File: config.mk
export PLATFORM = sky130hd
export DESIGN_NAME = ssis_ctrl
export DESIGN_NICKNAME = d
export VERILOG_FILES = /design/src/rtl/core/ssis_pkg.sv /design/src/rtl/core/ssis_ctrl.sv
export SDC_FILE = /design/constraint.sdc
export NUM_CORES = 1
export LEC_CHECK = 0
export BUFFER_PORTS_ARGS = -buffer_cell sky130_fd_sc_hd__buf_2
export CORE_AREA = 8 8 45 47
export CTS_CLUSTER_DIAMETER = 200
export DETAILED_ROUTE_END_ITERATION = 6
export DIE_AREA = 0 0 53 55
export GPL_ROUTABILITY_DRIVEN = 1
export PLACE_DENSITY = 0.48
export REMOVE_ABC_BUFFERS = 1
export SETUP_SLACK_MARGIN = 0.15
export SLEW_MARGIN = 10
export SYNTH_ARGS = -nofsm -noshare
export SYNTH_HDL_FRONTEND = slang
export SYNTH_SLANG_ARGS = --single-unit
File: constraint.sdc
create_clock -name clk -period 2.9 [get_ports clk]
set_input_delay 0.58 -clock clk [delete_from_list [all_inputs] [get_ports clk]]
set_output_delay 0.58 -clock clk [all_outputs]
set_load 0.01 [all_outputs]
File: src/rtl/core/ssis_pkg.sv
// ----------------------------------------------------------------------------
// ssis_pkg
// shared sizes, types and state codes of the sparse segment index sorter
// ----------------------------------------------------------------------------
package ssis_pkg;

  localparam int MAX_SEG_LEN = 64;
  localparam int DEPTH       = 64;
  localparam int CAP         = (MAX_SEG_LEN > DEPTH) ? DEPTH :
                               ((MAX_SEG_LEN < 1) ? 1 : MAX_SEG_LEN);
  localparam int AW          = $clog2(DEPTH);
  localparam int CW          = $clog2(DEPTH + 1);
  localparam int KEY_W       = 31;
  localparam int VAL_W       = 64;
  localparam int ENT_W       = KEY_W + VAL_W;
  localparam int TDATA_W     = ((ENT_W + 7) / 8) * 8;

  localparam logic [CW-1:0] CAP_C = CW'(CAP);

  typedef enum logic [2:0] {
    S_IDLE  = 3'b001,
    S_CMP   = 3'b010,
    S_DRAIN = 3'b100
  } state_t;

  typedef struct packed {
    logic load;
    logic shift;
    logic place;
    logic drop;
    logic drain;
  } ssis_cmd_t;

  typedef struct packed {
    logic full;
    logic pos_zero;
    logic key_gt;
    logic hold_end;
    logic drain_done;
  } ssis_sts_t;

endpackage

File: src/rtl/core/ssis_ctrl.sv
// ----------------------------------------------------------------------------
// ssis_ctrl
// state machine: takes a request, steps the insertion, runs the drain
// ----------------------------------------------------------------------------
module ssis_ctrl import ssis_pkg::*; (
  input  logic      clk,
  input  logic      rst_n,
  input  logic      in_tvalid,
  output logic      in_tready,
  input  ssis_sts_t sts,
  output ssis_cmd_t cmd
);

  state_t state_r;
  state_t state_nxt;
  state_t fin_state;

  assign in_tready = (state_r == S_IDLE);
  assign fin_state = sts.hold_end ? S_DRAIN : S_IDLE;

  always_comb begin
    cmd       = '0;
    state_nxt = state_r;
    case (state_r)
      S_IDLE: begin
        if (in_tvalid) begin
          cmd.load  = 1'b1;
          state_nxt = S_CMP;
        end
      end
      S_CMP: begin
        if (sts.full) begin
          cmd.drop  = 1'b1;
          state_nxt = fin_state;
        end else if (sts.pos_zero || !sts.key_gt) begin
          cmd.place = 1'b1;
          state_nxt = fin_state;
        end else begin
          cmd.shift = 1'b1;
        end
      end
      S_DRAIN: begin
        cmd.drain = 1'b1;
        if (sts.drain_done) begin
          state_nxt = S_IDLE;
        end
      end
      default: begin
        state_nxt = S_IDLE;
      end
    endcase
  end

  always_ff @(posedge clk) begin
    if (!rst_n) begin
      state_r <= S_IDLE;
    end else begin
      state_r <= state_nxt;
    end
  end

  assert property (@(posedge clk) disable iff (!rst_n)
    (state_r == S_CMP) && !sts.hold_end && (cmd.place || cmd.drop) |=> in_tready)
    else $error("insertion finished without returning to idle");

  assert property (@(posedge clk) disable iff (!rst_n)
    (state_r == S_CMP) && sts.hold_end && (cmd.place || cmd.drop) |=> cmd.drain)
    else $error("segment end did not start the drain");

  assert property (@(posedge clk) disable iff (!rst_n)
    $onehot0({cmd.shift, cmd.place, cmd.drop}))
    else $error("conflicting insertion commands");

endmodule

* Word level (Yosys, flattened, before mapping)
Cells that the tools add are included.
Storage, ports and cells: bits in registers 3, bits of input ports 8, output and inout port bits 6, word-level logic and storage cells 24
Operators by class: eq/ne operators 6, mux-type cells 14, reduce and logical (&&, ||, !) cells 3
Operators with widths (count):
- 3-bit 2-to-1 mux | 6
- 3-bit one-hot mux with 3 select lines | 1
- 1-bit 2-to-1 mux | 6
- 2-bit inequality test (second input constant) | 2
- 3-bit by 1-bit equality test with 1-bit output (second input constant) | 1
- 3-bit by 2-bit equality test with 1-bit output (second input constant) | 1
- 3-bit equality test (second input constant) | 1
- 3-bit inequality test (second input constant) | 1
- 3-bit AND reduction | 1
- 2-bit 2-to-1 mux | 1
- 1-bit logical NOT | 1
- 1-bit logical OR | 1

* Logic depth before layout (Yosys ltp)
Gate-level depths: netlist of the first run.
word-level depth 5, depth in mapped cells 4, gate-level depth less buffers 4

* Worst setup path before layout of the first run
Ideal clock, no wire load.
path type in2out, start input port sts[2] (netlist bit), end output port cmd[2] (netlist bit), data arrival time 999 ps, required time 2320 ps, setup slack 1321 ps, stages on the path 2, buffers on the path 0, cells stage by stage nor2b_1 > nor3_1
RTL lines:
- start, declared | line ssis_ctrl.sv:10 | input ssis_sts_t sts,
- end, declared | line ssis_ctrl.sv:11 | output ssis_cmd_t cmd

==> results.py, run 1 <==
metrics = {
    "outcome": {
        "run_status": "complete, no violations",
    },
    "floorplanning": {
        "floorplan.die.width_um": 53,
        "die_y_um": 55,
        "design.portCount": 14,
        "fp.dieArea_um2": 2920,
        "fp-row-count": 14,
        "core-area_um2": 1380,
        "starting_density": 0.137,
    },
    "global_routing": {
        "maximum_number_of_pins_on_one_net_before_global_route_repair": 9,
        "first_global_vias": 226,
        "grt.overflow.total": 0,
        "global_route_wire_length_before_repair_um": 897,
        "combined_global_route_utilization_of_all_metal_layers": 0.0464,
        "grt_antenna_before_repair": 0,
    },
    "routing": {
        "via_count": 221,
        "dr.first_iter.drc_count": 3,
        "post_drt_wl_per_cell_um": 10.3,
        "firstDrtPassIters": 3,
        "antenna_violating_nets_post_route": 0,
        "routed_via_density": 4.02,
        "drcViolationCount": 0,
        "routed_wl_um": 564,
    },
    "layout": {
        "instances_no_fill": 55,
        "post_route_cells_drive_above_1_share": 0.513,
        "antenna_cells": 0,
        "largest_reg_flops": 3,
        "area_growth_syn_to_layout_pct": 58.6,
        "register_bank_with_the_most_flops": "state_r",
        "nNetsFinal": 48,
        "biggestRegsByFlops": "state_r: 3 flops",
    },
    "worst_setup_path": {
        "worstSetupPathDepth": 4,
        "crit_path_cell_trace": "or3b_4 > clkinv_2 > and2_4 > buf_2",
        "r2r.worst_path.cells": 3,
        "reg2reg_setup_slack_ns": 1.66,
        "worst-path-buf-inv": 2,
        "worst_path_max_delay_cell": "sky130_fd_sc_hd__or3b_4",
        "cp_startpoint_kind": "flip-flop",
        "timing.critical_path.to": "cmd[4]",
        "path_type_of_the_worst_setup_path": "flip-flop to output pin",
        "timing.critical_path.max_delay_family": "simple AND/OR/NAND/NOR gates",
        "worst_setup_path_end_kind": "output pin",
        "worst_setup_path_startpoint": "state_r[0]",
        "worst_r2r_endpoint": "state_r[0]",
        "crit_path_max_fanout": 5,
        "worst_path_largest_cell_delay_ns": 0.42,
        "required_ns": 2.32,
        "cp_data_arrival_time_ns": 1.34,
        "r2r_start": "state_r[1]",
    },
    "clock_network": {
        "cts.repair.resized": 0,
        "clock_tree_from_tritoncts": "done",
        "postCtsHoldBufs": 0,
        "clock-sinks": 3,
        "clkTransAtPathRegs_ns": 0.04,
        "cts_h_tree_lvls": 1,
        "cts_made_buffers": 3,
        "cts_post_setup_buffers_inserted": 0,
        "clock_tree.root_cell": "sky130_fd_sc_hd__clkbuf_4",
        "worst_skew_pair.late_latency_ns": 0.23,
        "clk_path_buf_depth": 2,
    },
    "sta": {
        "finalSetupTns_ns": 0,
        "timing_hold_violations_final": 0,
        "slew_violations": 0,
        "worst_pin_slew_ns": 0.360,
        "final_min_period_over_clock_period": 0.661,
        "rsz_0062_raised_after_global_routing": "no",
        "finalWorstSetupSlack_ns": 0.984,
        "final.min_clock_period_ns": 1.92,
        "setup_violations": 0,
        "maxSlewHeadroom": 0.757,
        "tightest_hold_margin_ns": 0.670,
        "max_fclk_mhz": 522,
        "clock_skew_ns": 0.00203,
    },
    "yosys": {
        "synth_mux_area_frac": 0,
        "synthXorXnorAreaFrac": 0,
        "seq_area_frac_synth": 0.316,
        "async_reset_ff_frac": 0,
        "post_synthesis_compound_gate_area_fraction": 0.158,
        "post-synth-top-area-fraction": 0.316,
        "netlist.top_cell.by_area": "sky130_fd_sc_hd__dfxtp_1",
        "synth_seq_cells": 3,
        "dominant_combinational_cell_family_by_area_after_synthesis": "simple AND/OR/NAND/NOR gates",
        "synth_simple_gate_area_share": 0.480,
        "synthesis.yosys.warnings": 0,
        "leading_cell_type_by_number_of_instances_after_synthesis": "sky130_fd_sc_hd__dfxtp_1",
        "synth.cell_area_um2": 190,
        "post_syn_instances": 22,
        "synth_enable_flop_cells": 0,
        "ys_types": 18,
        "yosys.area_share.adder": 0,
        "ys_dominant_reg_cell": "sky130_fd_sc_hd__dfxtp_1",
        "mean_cell_area_of_the_mapped_netlist_um2": 8.64,
        "synth_top_cells_by_area": "sky130_fd_sc_hd__dfxtp_1 32%, sky130_fd_sc_hd__nor4b_1 9.2%, sky130_fd_sc_hd__or3b_4 5.9%",
        "synth.top_cells.by_count": "3 x sky130_fd_sc_hd__dfxtp_1, 2 x sky130_fd_sc_hd__nor3_1, 2 x sky130_fd_sc_hd__nor4b_1",
    },
    "placement": {
        "pre_cts_ws_ns": 1.12,
        "numPortBuffers": 13,
        "numPlacedInstances": 51,
        "dpl.hpwl_um": 476,
        "rd_place_congestion": 0.685,
    },
    "power": {
        "power_w": 0.000176,
        "p_leak_nw": 0.149,
        "power_per_cell_area_nw_per_um2": 585,
        "vdd_ir_drop_max_mv": 0.136,
    },
    "run": {
        "max-cap-violations": 0,
    },
    "min_path": {
        "worst_hold_path_type": "input port to flip-flop",
    },
}
==> power breakdown <==
group | internal [W] | switching [W]
Clock | 0.0000515 | 0.0000205
Sequential | 0.0000472 | 0.00000741
Combinational | 0.0000272 | 0.0000226
==> through the flow <==
stage / cell area, um2 / utilization
6_report: 302 / 0.218
3_3_place_gp: 275 / 0.199
2_1_floorplan: 190 / -
3_5_place_dp: 275 / 0.199
4_1_cts: 302 / 0.218
5_1_grt: 302 / 0.218
==> metal layers <==
metal	global-route usage	wire length [um]
met1	0.0379	228
met5	0	0
met4	0.0517	0
met3	0.0321	46
met2	0.0703	288
==> tightest hold or removal path: cells and delay by family <==
family | cells | cell delay, ns
compound gates | 1 | 0.11
buf+inv | 1 | 0.10
simple gates | 1 | 0.06
==> worst min path at each step <==
stage | start | endpoint | slack, ns | cells after the start
3_5_place_dp | state_r[1] | state_r[0] | 0.67 | 2
5_1_grt | rst_n | state_r[1] | 0.69 | 3
6_report | rst_n | state_r[2] | 0.67 | 3
3_3_place_gp | state_r[1] | state_r[0] | 0.68 | 2
4_1_cts | rst_n | state_r[2] | 0.66 | 3
2_1_floorplan | state_r[1] | state_r[0] | 0.62 | 2
==> cell families after synthesis <==
group	after synthesis
DFF	3
buffers and inverters	2
AOI/OAI and AO/OA	4
and+or+nand+nor	13
==> cell type report <==
cell class	instances	area, um2
fillers	162	1080
clock buffers	4	26.3
repair buffers	13	65.1
inverters	2	8.76
multi-input cells	17	121
well taps	16	20.0
flip-flops and latches	3	60.1
==> layout by cell type, fill, tap and decap left out <==
| cell type | n |
|---|---|
| sky130_fd_sc_hd__nor3_1 | 2 |
| sky130_fd_sc_hd__and2b_1 | 1 |
| sky130_fd_sc_hd__inv_1 | 1 |
| sky130_fd_sc_hd__buf_2 | 13 |
| sky130_fd_sc_hd__dfxtp_1 | 3 |
| sky130_fd_sc_hd__nor2_1 | 1 |
| sky130_fd_sc_hd__nor4b_1 | 2 |
| sky130_fd_sc_hd__nand4b_1 | 1 |
| sky130_fd_sc_hd__nand2_1 | 1 |
| sky130_fd_sc_hd__o21a_1 | 1 |
| sky130_fd_sc_hd__clkbuf_4 | 3 |
| sky130_fd_sc_hd__nor3b_1 | 1 |
| sky130_fd_sc_hd__clkbuf_1 | 1 |
| sky130_fd_sc_hd__or3b_4 | 1 |
| sky130_fd_sc_hd__and2_4 | 1 |
| sky130_fd_sc_hd__nor2b_1 | 1 |
| sky130_fd_sc_hd__o21ai_1 | 1 |
| sky130_fd_sc_hd__a311oi_1 | 1 |
| sky130_fd_sc_hd__a31o_2 | 1 |
| sky130_fd_sc_hd__clkinv_2 | 1 |
| sky130_fd_sc_hd__and3_1 | 1 |
Power figures use the tool's default switching activity.
==> inputs of run 2 (changes only) <==
--- a/config.mk
+++ b/config.mk
@@ -5,13 +5,14 @@
 export SDC_FILE = /design/constraint.sdc
 export NUM_CORES = 1
 export LEC_CHECK = 0
+export ABC_AREA = 1
 export BUFFER_PORTS_ARGS = -buffer_cell sky130_fd_sc_hd__buf_2
 export CORE_AREA = 8 8 45 47
 export CTS_CLUSTER_DIAMETER = 200
 export DETAILED_ROUTE_END_ITERATION = 6
 export DIE_AREA = 0 0 53 55
 export GPL_ROUTABILITY_DRIVEN = 1
-export PLACE_DENSITY = 0.48
+export PLACE_DENSITY = 0.5
 export REMOVE_ABC_BUFFERS = 1
 export SETUP_SLACK_MARGIN = 0.15
 export SLEW_MARGIN = 10
==> constraint.sdc (replaced) <==
create_clock -name clk -period 1.9 [get_ports clk]
set_input_delay 0.38 -clock clk [delete_from_list [all_inputs] [get_ports clk]]
set_output_delay 0.38 -clock clk [all_outputs]
set_load 0.01 [all_outputs]
==> results.py, run 2 <==
metrics = {
    "clock_network": {
        "clock-sinks": 3,
        "clkTransAtPathRegs_ns": 0.04,
        "clk_path_buf_depth": 2,
        "clock_tree_from_tritoncts": "done",
        "cts.repair.resized": 0,
        "clock_tree.root_cell": "sky130_fd_sc_hd__clkbuf_4",
        "cts_post_setup_buffers_inserted": 0,
        "postCtsHoldBufs": 0,
        "cts_made_buffers": 3,
        "worst_skew_pair.late_latency_ns": 0.23,
        "cts_h_tree_lvls": 1,
    },
    "layout": {
        "post_route_cells_drive_above_1_share": 0.471,
        "antenna_cells": 0,
        "nNetsFinal": 60,
        "post-route-util": 0.238,
        "fillerInstances": 161,
        "largest_reg_flops": 3,
        "multi_input_comb_area_um2": 120,
        "final_cell_mix": "13 x sky130_fd_sc_hd__buf_2, 7 x sky130_fd_sc_hd__inv_1, 7 x sky130_fd_sc_hd__nor2_1",
        "register_bank_with_the_most_flops": "state_r",
        "layout_commonest_cell": "sky130_fd_sc_hd__buf_2",
        "seqCellArea_um2": 60.1,
        "biggestRegsByFlops": "state_r: 3 flops",
        "area_growth_syn_to_layout_pct": 51.1,
        "design_area_um2": 329,
    },
    "routing": {
        "post_drt_wl_per_cell_um": 8.24,
        "via_count": 236,
        "antenna_violating_nets_post_route": 0,
        "firstDrtPassIters": 2,
        "drcViolationCount": 0,
        "dr.first_iter.drc_count": 2,
        "routed_via_density": 3.52,
        "routed_wl_um": 552,
    },
    "worst_setup_path": {
        "crit_path_max_fanout": 6,
        "worst_path_largest_cell_delay_ns": 0.35,
        "timing.critical_path.max_delay_family": "flip-flops",
        "crit_path_cell_trace": "nand3_2 > a211oi_1 > buf_2",
        "worst_setup_path_end_kind": "output pin",
        "cp_startpoint_kind": "flip-flop",
        "path_type_of_the_worst_setup_path": "flip-flop to output pin",
        "worst_path_max_delay_cell": "sky130_fd_sc_hd__dfxtp_1",
        "cp_data_arrival_time_ns": 1.08,
        "worst-path-buf-inv": 1,
        "required_ns": 1.52,
        "reg2reg_setup_slack_ns": 0.87,
    },
    "yosys": {
        "synth_seq_cells": 3,
        "synth.top_cells.by_count": "7 x sky130_fd_sc_hd__inv_1, 7 x sky130_fd_sc_hd__nor2_1, 4 x sky130_fd_sc_hd__nand2_1, 3 x sky130_fd_sc_hd__dfxtp_1, 3 x sky130_fd_sc_hd__inv_2",
        "synth.cell_area_um2": 218,
        "async_reset_ff_frac": 0,
        "ys_types": 13,
        "synth_top_cells_by_area": "sky130_fd_sc_hd__dfxtp_1 28%, sky130_fd_sc_hd__inv_1 12%, sky130_fd_sc_hd__nor2_1 12%",
        "synthesis.yosys.warnings": 0,
        "mean_cell_area_of_the_mapped_netlist_um2": 6.40,
        "post-synth-top-area-fraction": 0.276,
        "post_syn_instances": 34,
        "seq_area_frac_synth": 0.276,
        "netlist.top_cell.by_area": "sky130_fd_sc_hd__dfxtp_1",
        "synth_enable_flop_cells": 0,
        "ys_dominant_reg_cell": "sky130_fd_sc_hd__dfxtp_1",
    },
    "global_routing": {
        "gr-usage-met2": 0.0762,
        "grt_antenna_before_repair": 0,
        "first_global_vias": 242,
        "groute.layer.met3.usage": 0.0508,
        "grt_util_met1": 0.0319,
        "maximum_number_of_pins_on_one_net_before_global_route_repair": 7,
        "grt_busiest_layer": "met2",
        "combined_global_route_utilization_of_all_metal_layers": 0.0464,
        "global_route_wire_length_before_repair_um": 924,
        "grt.overflow.total": 0,
    },
    "sta": {
        "timing_hold_violations_final": 0,
        "final_min_period_over_clock_period": 0.769,
        "rsz_0062_raised_after_global_routing": "no",
        "setup_violations": 0,
        "maxSlewHeadroom": 0.884,
        "worst_pin_slew_ns": 0.174,
        "final.min_clock_period_ns": 1.46,
        "slew_violations": 0,
        "finalSetupTns_ns": 0,
        "max_fclk_mhz": 684,
        "clock_skew_ns": 0.00130,
    },
    "floorplanning": {
        "fp.dieArea_um2": 2920,
        "fp-row-count": 14,
        "floorplan.die.width_um": 53,
        "die_y_um": 55,
        "starting_density": 0.157,
        "design.portCount": 14,
        "core-area_um2": 1380,
    },
    "power": {
        "vdd_ir_drop_max_mv": 0.288,
        "power_w": 0.000235,
        "p_seq_frac": 0.305,
        "p_leak_nw": 0.194,
        "power_report.internal_total_w": 0.000169,
        "power_frac_clock": 0.468,
        "switch_share": 0.281,
        "switching_power_w": 0.0000661,
        "power_per_cell_area_nw_per_um2": 715,
        "p_comb_frac": 0.227,
    },
    "placement": {
        "dpl.hpwl_um": 481,
        "numPortBuffers": 13,
        "rd_place_congestion": 0.692,
        "placed_area_um2": 303,
    },
    "run": {
        "max-cap-violations": 0,
    },
    "min_path": {
        "worst_hold_path_type": "input port to flip-flop",
    },
    "outcome": {
        "run_status": "complete, no violations",
    },
}
## run 2: routing by layer
metal / vias up / share of wire
li1: 137 / -
met1: 94 / 0.38
met2: 3 / 0.55
met3: 2 / 0.065
met4: 0 / 0.0072
met5: - / 0
## run 2: area by class of cell
class	instances	area share
well taps	16	0.0608
inverters	10	0.114
flip-flops and latches	3	0.183
clock buffers	4	0.0798
repair buffers	13	0.198
multi-input cells	21	0.365
## run 2: final timing paths
kind / from / to / cells past startpoint
worst max-delay path: state_r[1] / cmd[2] / 3
worst min-delay path: rst_n / state_r[2] / 3
worst max register to register: state_r[1] / state_r[0] / 5
worst min register to register: state_r[2] / state_r[2] / 4
## run 2: power by group through the flow
stage / sequential [W] / clock, W / combinational [W]
after global routing: 0.0000721 / 0.000127 / 0.0000609
after CTS: 0.0000717 / 0.000117 / 0.0000546
after floorplan: 0.0000719 / 0 / 0.0000346
after global placement: 0.0000725 / 0 / 0.0000545
after detailed placement: 0.0000727 / 0 / 0.0000544
final: 0.0000717 / 0.000110 / 0.0000535
## run 2: kinds of logic after synthesis
| logic type | synth area share |
|---|---|
| compound gates | 0.115 |
| simple gates | 0.437 |
| flops | 0.276 |
| buf+inv | 0.172 |
## run 2: tightest hold or removal path: stages
cell	delay, ns
sky130_fd_sc_hd__buf_2	0.11
sky130_fd_sc_hd__o211ai_2	0.07
sky130_fd_sc_hd__inv_2	0.03
## run 2: through the flow
step	instances	setup WS (ns)	hold WS, ns
after detailed placement	63	0.599	0.635
after global placement	63	0.611	0.637
after global routing	67	0.334	0.382
after CTS	67	0.406	0.388
final	67	0.439	0.396
after floorplan	34	0.705	0.507
==> inputs of run 3 (changes only) <==
==> constraint.sdc (replaced) <==
create_clock -name clk -period 1.5 [get_ports clk]
set_input_delay 0.3 -clock clk [delete_from_list [all_inputs] [get_ports clk]]
set_output_delay 0.3 -clock clk [all_outputs]
set_load 0.01 [all_outputs]
==> results.py, run 3 (synthesis gave the netlist of run 2 again) <==
metrics = {
    "placement": {
        "placed_area_um2": 303,
        "rd_place_congestion": 0.700,
        "numPortBuffers": 13,
        "dpl.hpwl_um": 495,
    },
    "layout": {
        "biggestRegsByFlops": "state_r: 3 flops",
        "area_growth_syn_to_layout_pct": 70.7,
        "post_route_cells_drive_above_1_share": 0.556,
        "nNetsFinal": 63,
        "antenna_cells": 0,
        "final_cell_mix": "12 x sky130_fd_sc_hd__buf_2, 7 x sky130_fd_sc_hd__nor2_1, 6 x sky130_fd_sc_hd__inv_1",
        "largest_reg_flops": 3,
        "layout_commonest_cell": "sky130_fd_sc_hd__buf_2",
        "design_area_um2": 372,
        "register_bank_with_the_most_flops": "state_r",
    },
    "sta": {
        "final_min_period_over_clock_period": 0.905,
        "final.min_clock_period_ns": 1.36,
        "slew_violations": 0,
        "clock_skew_ns": 0.00138,
        "timing_hold_violations_final": 0,
        "setup_violations": 0,
        "tightest_hold_margin_ns": 0.322,
        "rsz_0062_raised_after_global_routing": "yes",
        "maxSlewHeadroom": 0.876,
        "worst_pin_slew_ns": 0.186,
        "max_fclk_mhz": 737,
        "finalSetupTns_ns": 0,
    },
    "floorplanning": {
        "die_y_um": 55,
        "fp-row-count": 14,
        "starting_density": 0.157,
        "floorplan.die.width_um": 53,
        "core-area_um2": 1380,
        "design.portCount": 14,
        "fp.dieArea_um2": 2920,
    },
    "worst_setup_path": {
        "reg2reg_setup_slack_ns": 0.31,
        "crit_path_cell_trace": "nand3b_1 > inv_1 > nand2_1 > inv_2 > buf_6",
        "r2r.worst_path.cells": 9,
        "required_ns": 1.20,
        "worst_r2r_endpoint": "state_r[1]",
        "crit_path_max_fanout": 3,
        "cp_data_arrival_time_ns": 1.06,
        "worst_path_largest_cell_delay_ns": 0.33,
        "cp_startpoint_kind": "flip-flop",
        "worst_setup_path_end_kind": "output pin",
        "r2r_start": "state_r[2]",
        "worst_path_max_delay_cell": "sky130_fd_sc_hd__dfxtp_2",
        "path_type_of_the_worst_setup_path": "flip-flop to output pin",
    },
    "power": {
        "power_per_cell_area_nw_per_um2": 894,
        "vdd_ir_drop_max_mv": 0.357,
        "power_w": 0.000332,
        "p_leak_nw": 0.210,
    },
    "clock_network": {
        "clock_tree_from_tritoncts": "done",
        "cts_made_buffers": 3,
        "cts_h_tree_lvls": 1,
        "clk_path_buf_depth": 2,
        "postCtsHoldBufs": 0,
        "worst_skew_pair.late_latency_ns": 0.23,
        "clock-sinks": 3,
        "clock_tree.root_cell": "sky130_fd_sc_hd__clkbuf_4",
        "clkTransAtPathRegs_ns": 0.04,
    },
    "global_routing": {
        "combined_global_route_utilization_of_all_metal_layers": 0.0557,
        "global_route_wire_length_before_repair_mm": 1.13,
        "grt_antenna_before_repair": 0,
        "first_global_vias": 287,
        "maximum_number_of_pins_on_one_net_before_global_route_repair": 7,
        "grt.overflow.total": 0,
    },
    "routing": {
        "via_count": 272,
        "routed_via_density": 3.89,
        "drcViolationCount": 0,
        "post_drt_wl_per_cell_um": 9.61,
        "antenna_violating_nets_post_route": 0,
        "dr.first_iter.drc_count": 4,
        "firstDrtPassIters": 2,
        "routed_wl_um": 673,
    },
    "min_path": {
        "min-delay-start": "rst_n",
        "min_to": "state_r[2]",
        "timing.hold.worst_path_depth": 3,
        "worst_hold_path_type": "input port to flip-flop",
    },
    "outcome": {
        "run_status": "complete, no violations",
    },
    "run": {
        "max-cap-violations": 0,
    },
}
## run 3: timing repair
item / in CTS / in global routing
resized for setup: 5 / 0
pin swaps: 0 / 1
setup buffers: 2 / 1
setup endpoints to repair: 3 / 3
## run 3: per-stage QoR
stage	instances	worst slack [ns]	util
2_1_floorplan	34	0.385	-
3_3_place_gp	63	0.345	0.219
3_5_place_dp	63	0.351	0.219
4_1_cts	69	0.129	0.263
5_1_grt	70	0.0656	0.269
6_report	70	0.142	0.269
## run 3: power breakdown
part | internal, W | switching, W | leakage (nW) | total [W]
Combinational | 0.0000458 | 0.0000493 | 0.170 | 0.0000951
Clock | 0.0000999 | 0.0000446 | 0.0150 | 0.000144
Sequential | 0.0000868 | 0.00000569 | 0.0250 | 0.0000925
Total | 0.000232 | 0.0000996 | 0.210 | 0.000332
## run 3: cell type report
class / instances / area, um2
Tap cell: 16 / 20.0
Inverter: 10 / 37.5
Fill cell: 164 / 1010
Sequential cell: 3 / 61.3
Clock buffer: 4 / 26.3
Multi-Input combinational cell: 21 / 133
Timing Repair Buffer: 16 / 93.8
## run 3: layer usage
metal | track usage | vias to the layer above | routed length, um
li1 | - | 140 | -
met1 | 0.0394 | 127 | 226
met2 | 0.111 | 5 | 401
met3 | 0.0267 | 0 | 45
met4 | 0.0388 | 0 | 0
met5 | 0 | - | 0
## run 3: worst max path at each step
stage	from	endpoint	slack, ns	cells after the start
floorplan	state_r[2]	cmd[2]	0.39	3
global placement	sts[4]	cmd[3]	0.34	5
detailed placement	sts[4]	cmd[3]	0.35	5
CTS	state_r[1]	cmd[4]	0.13	5
global route	state_r[1]	cmd[4]	0.07	5
finish	state_r[1]	cmd[4]	0.14	5
## run 3: worst max-delay path: cells and delay by family (launching register included)
| kind | cells | cell delay [ns] |
|---|---|---|
| buffers and inverters | 3 | 0.24 |
| flip-flops | 1 | 0.33 |
| AND/OR/NAND/NOR | 2 | 0.26 |
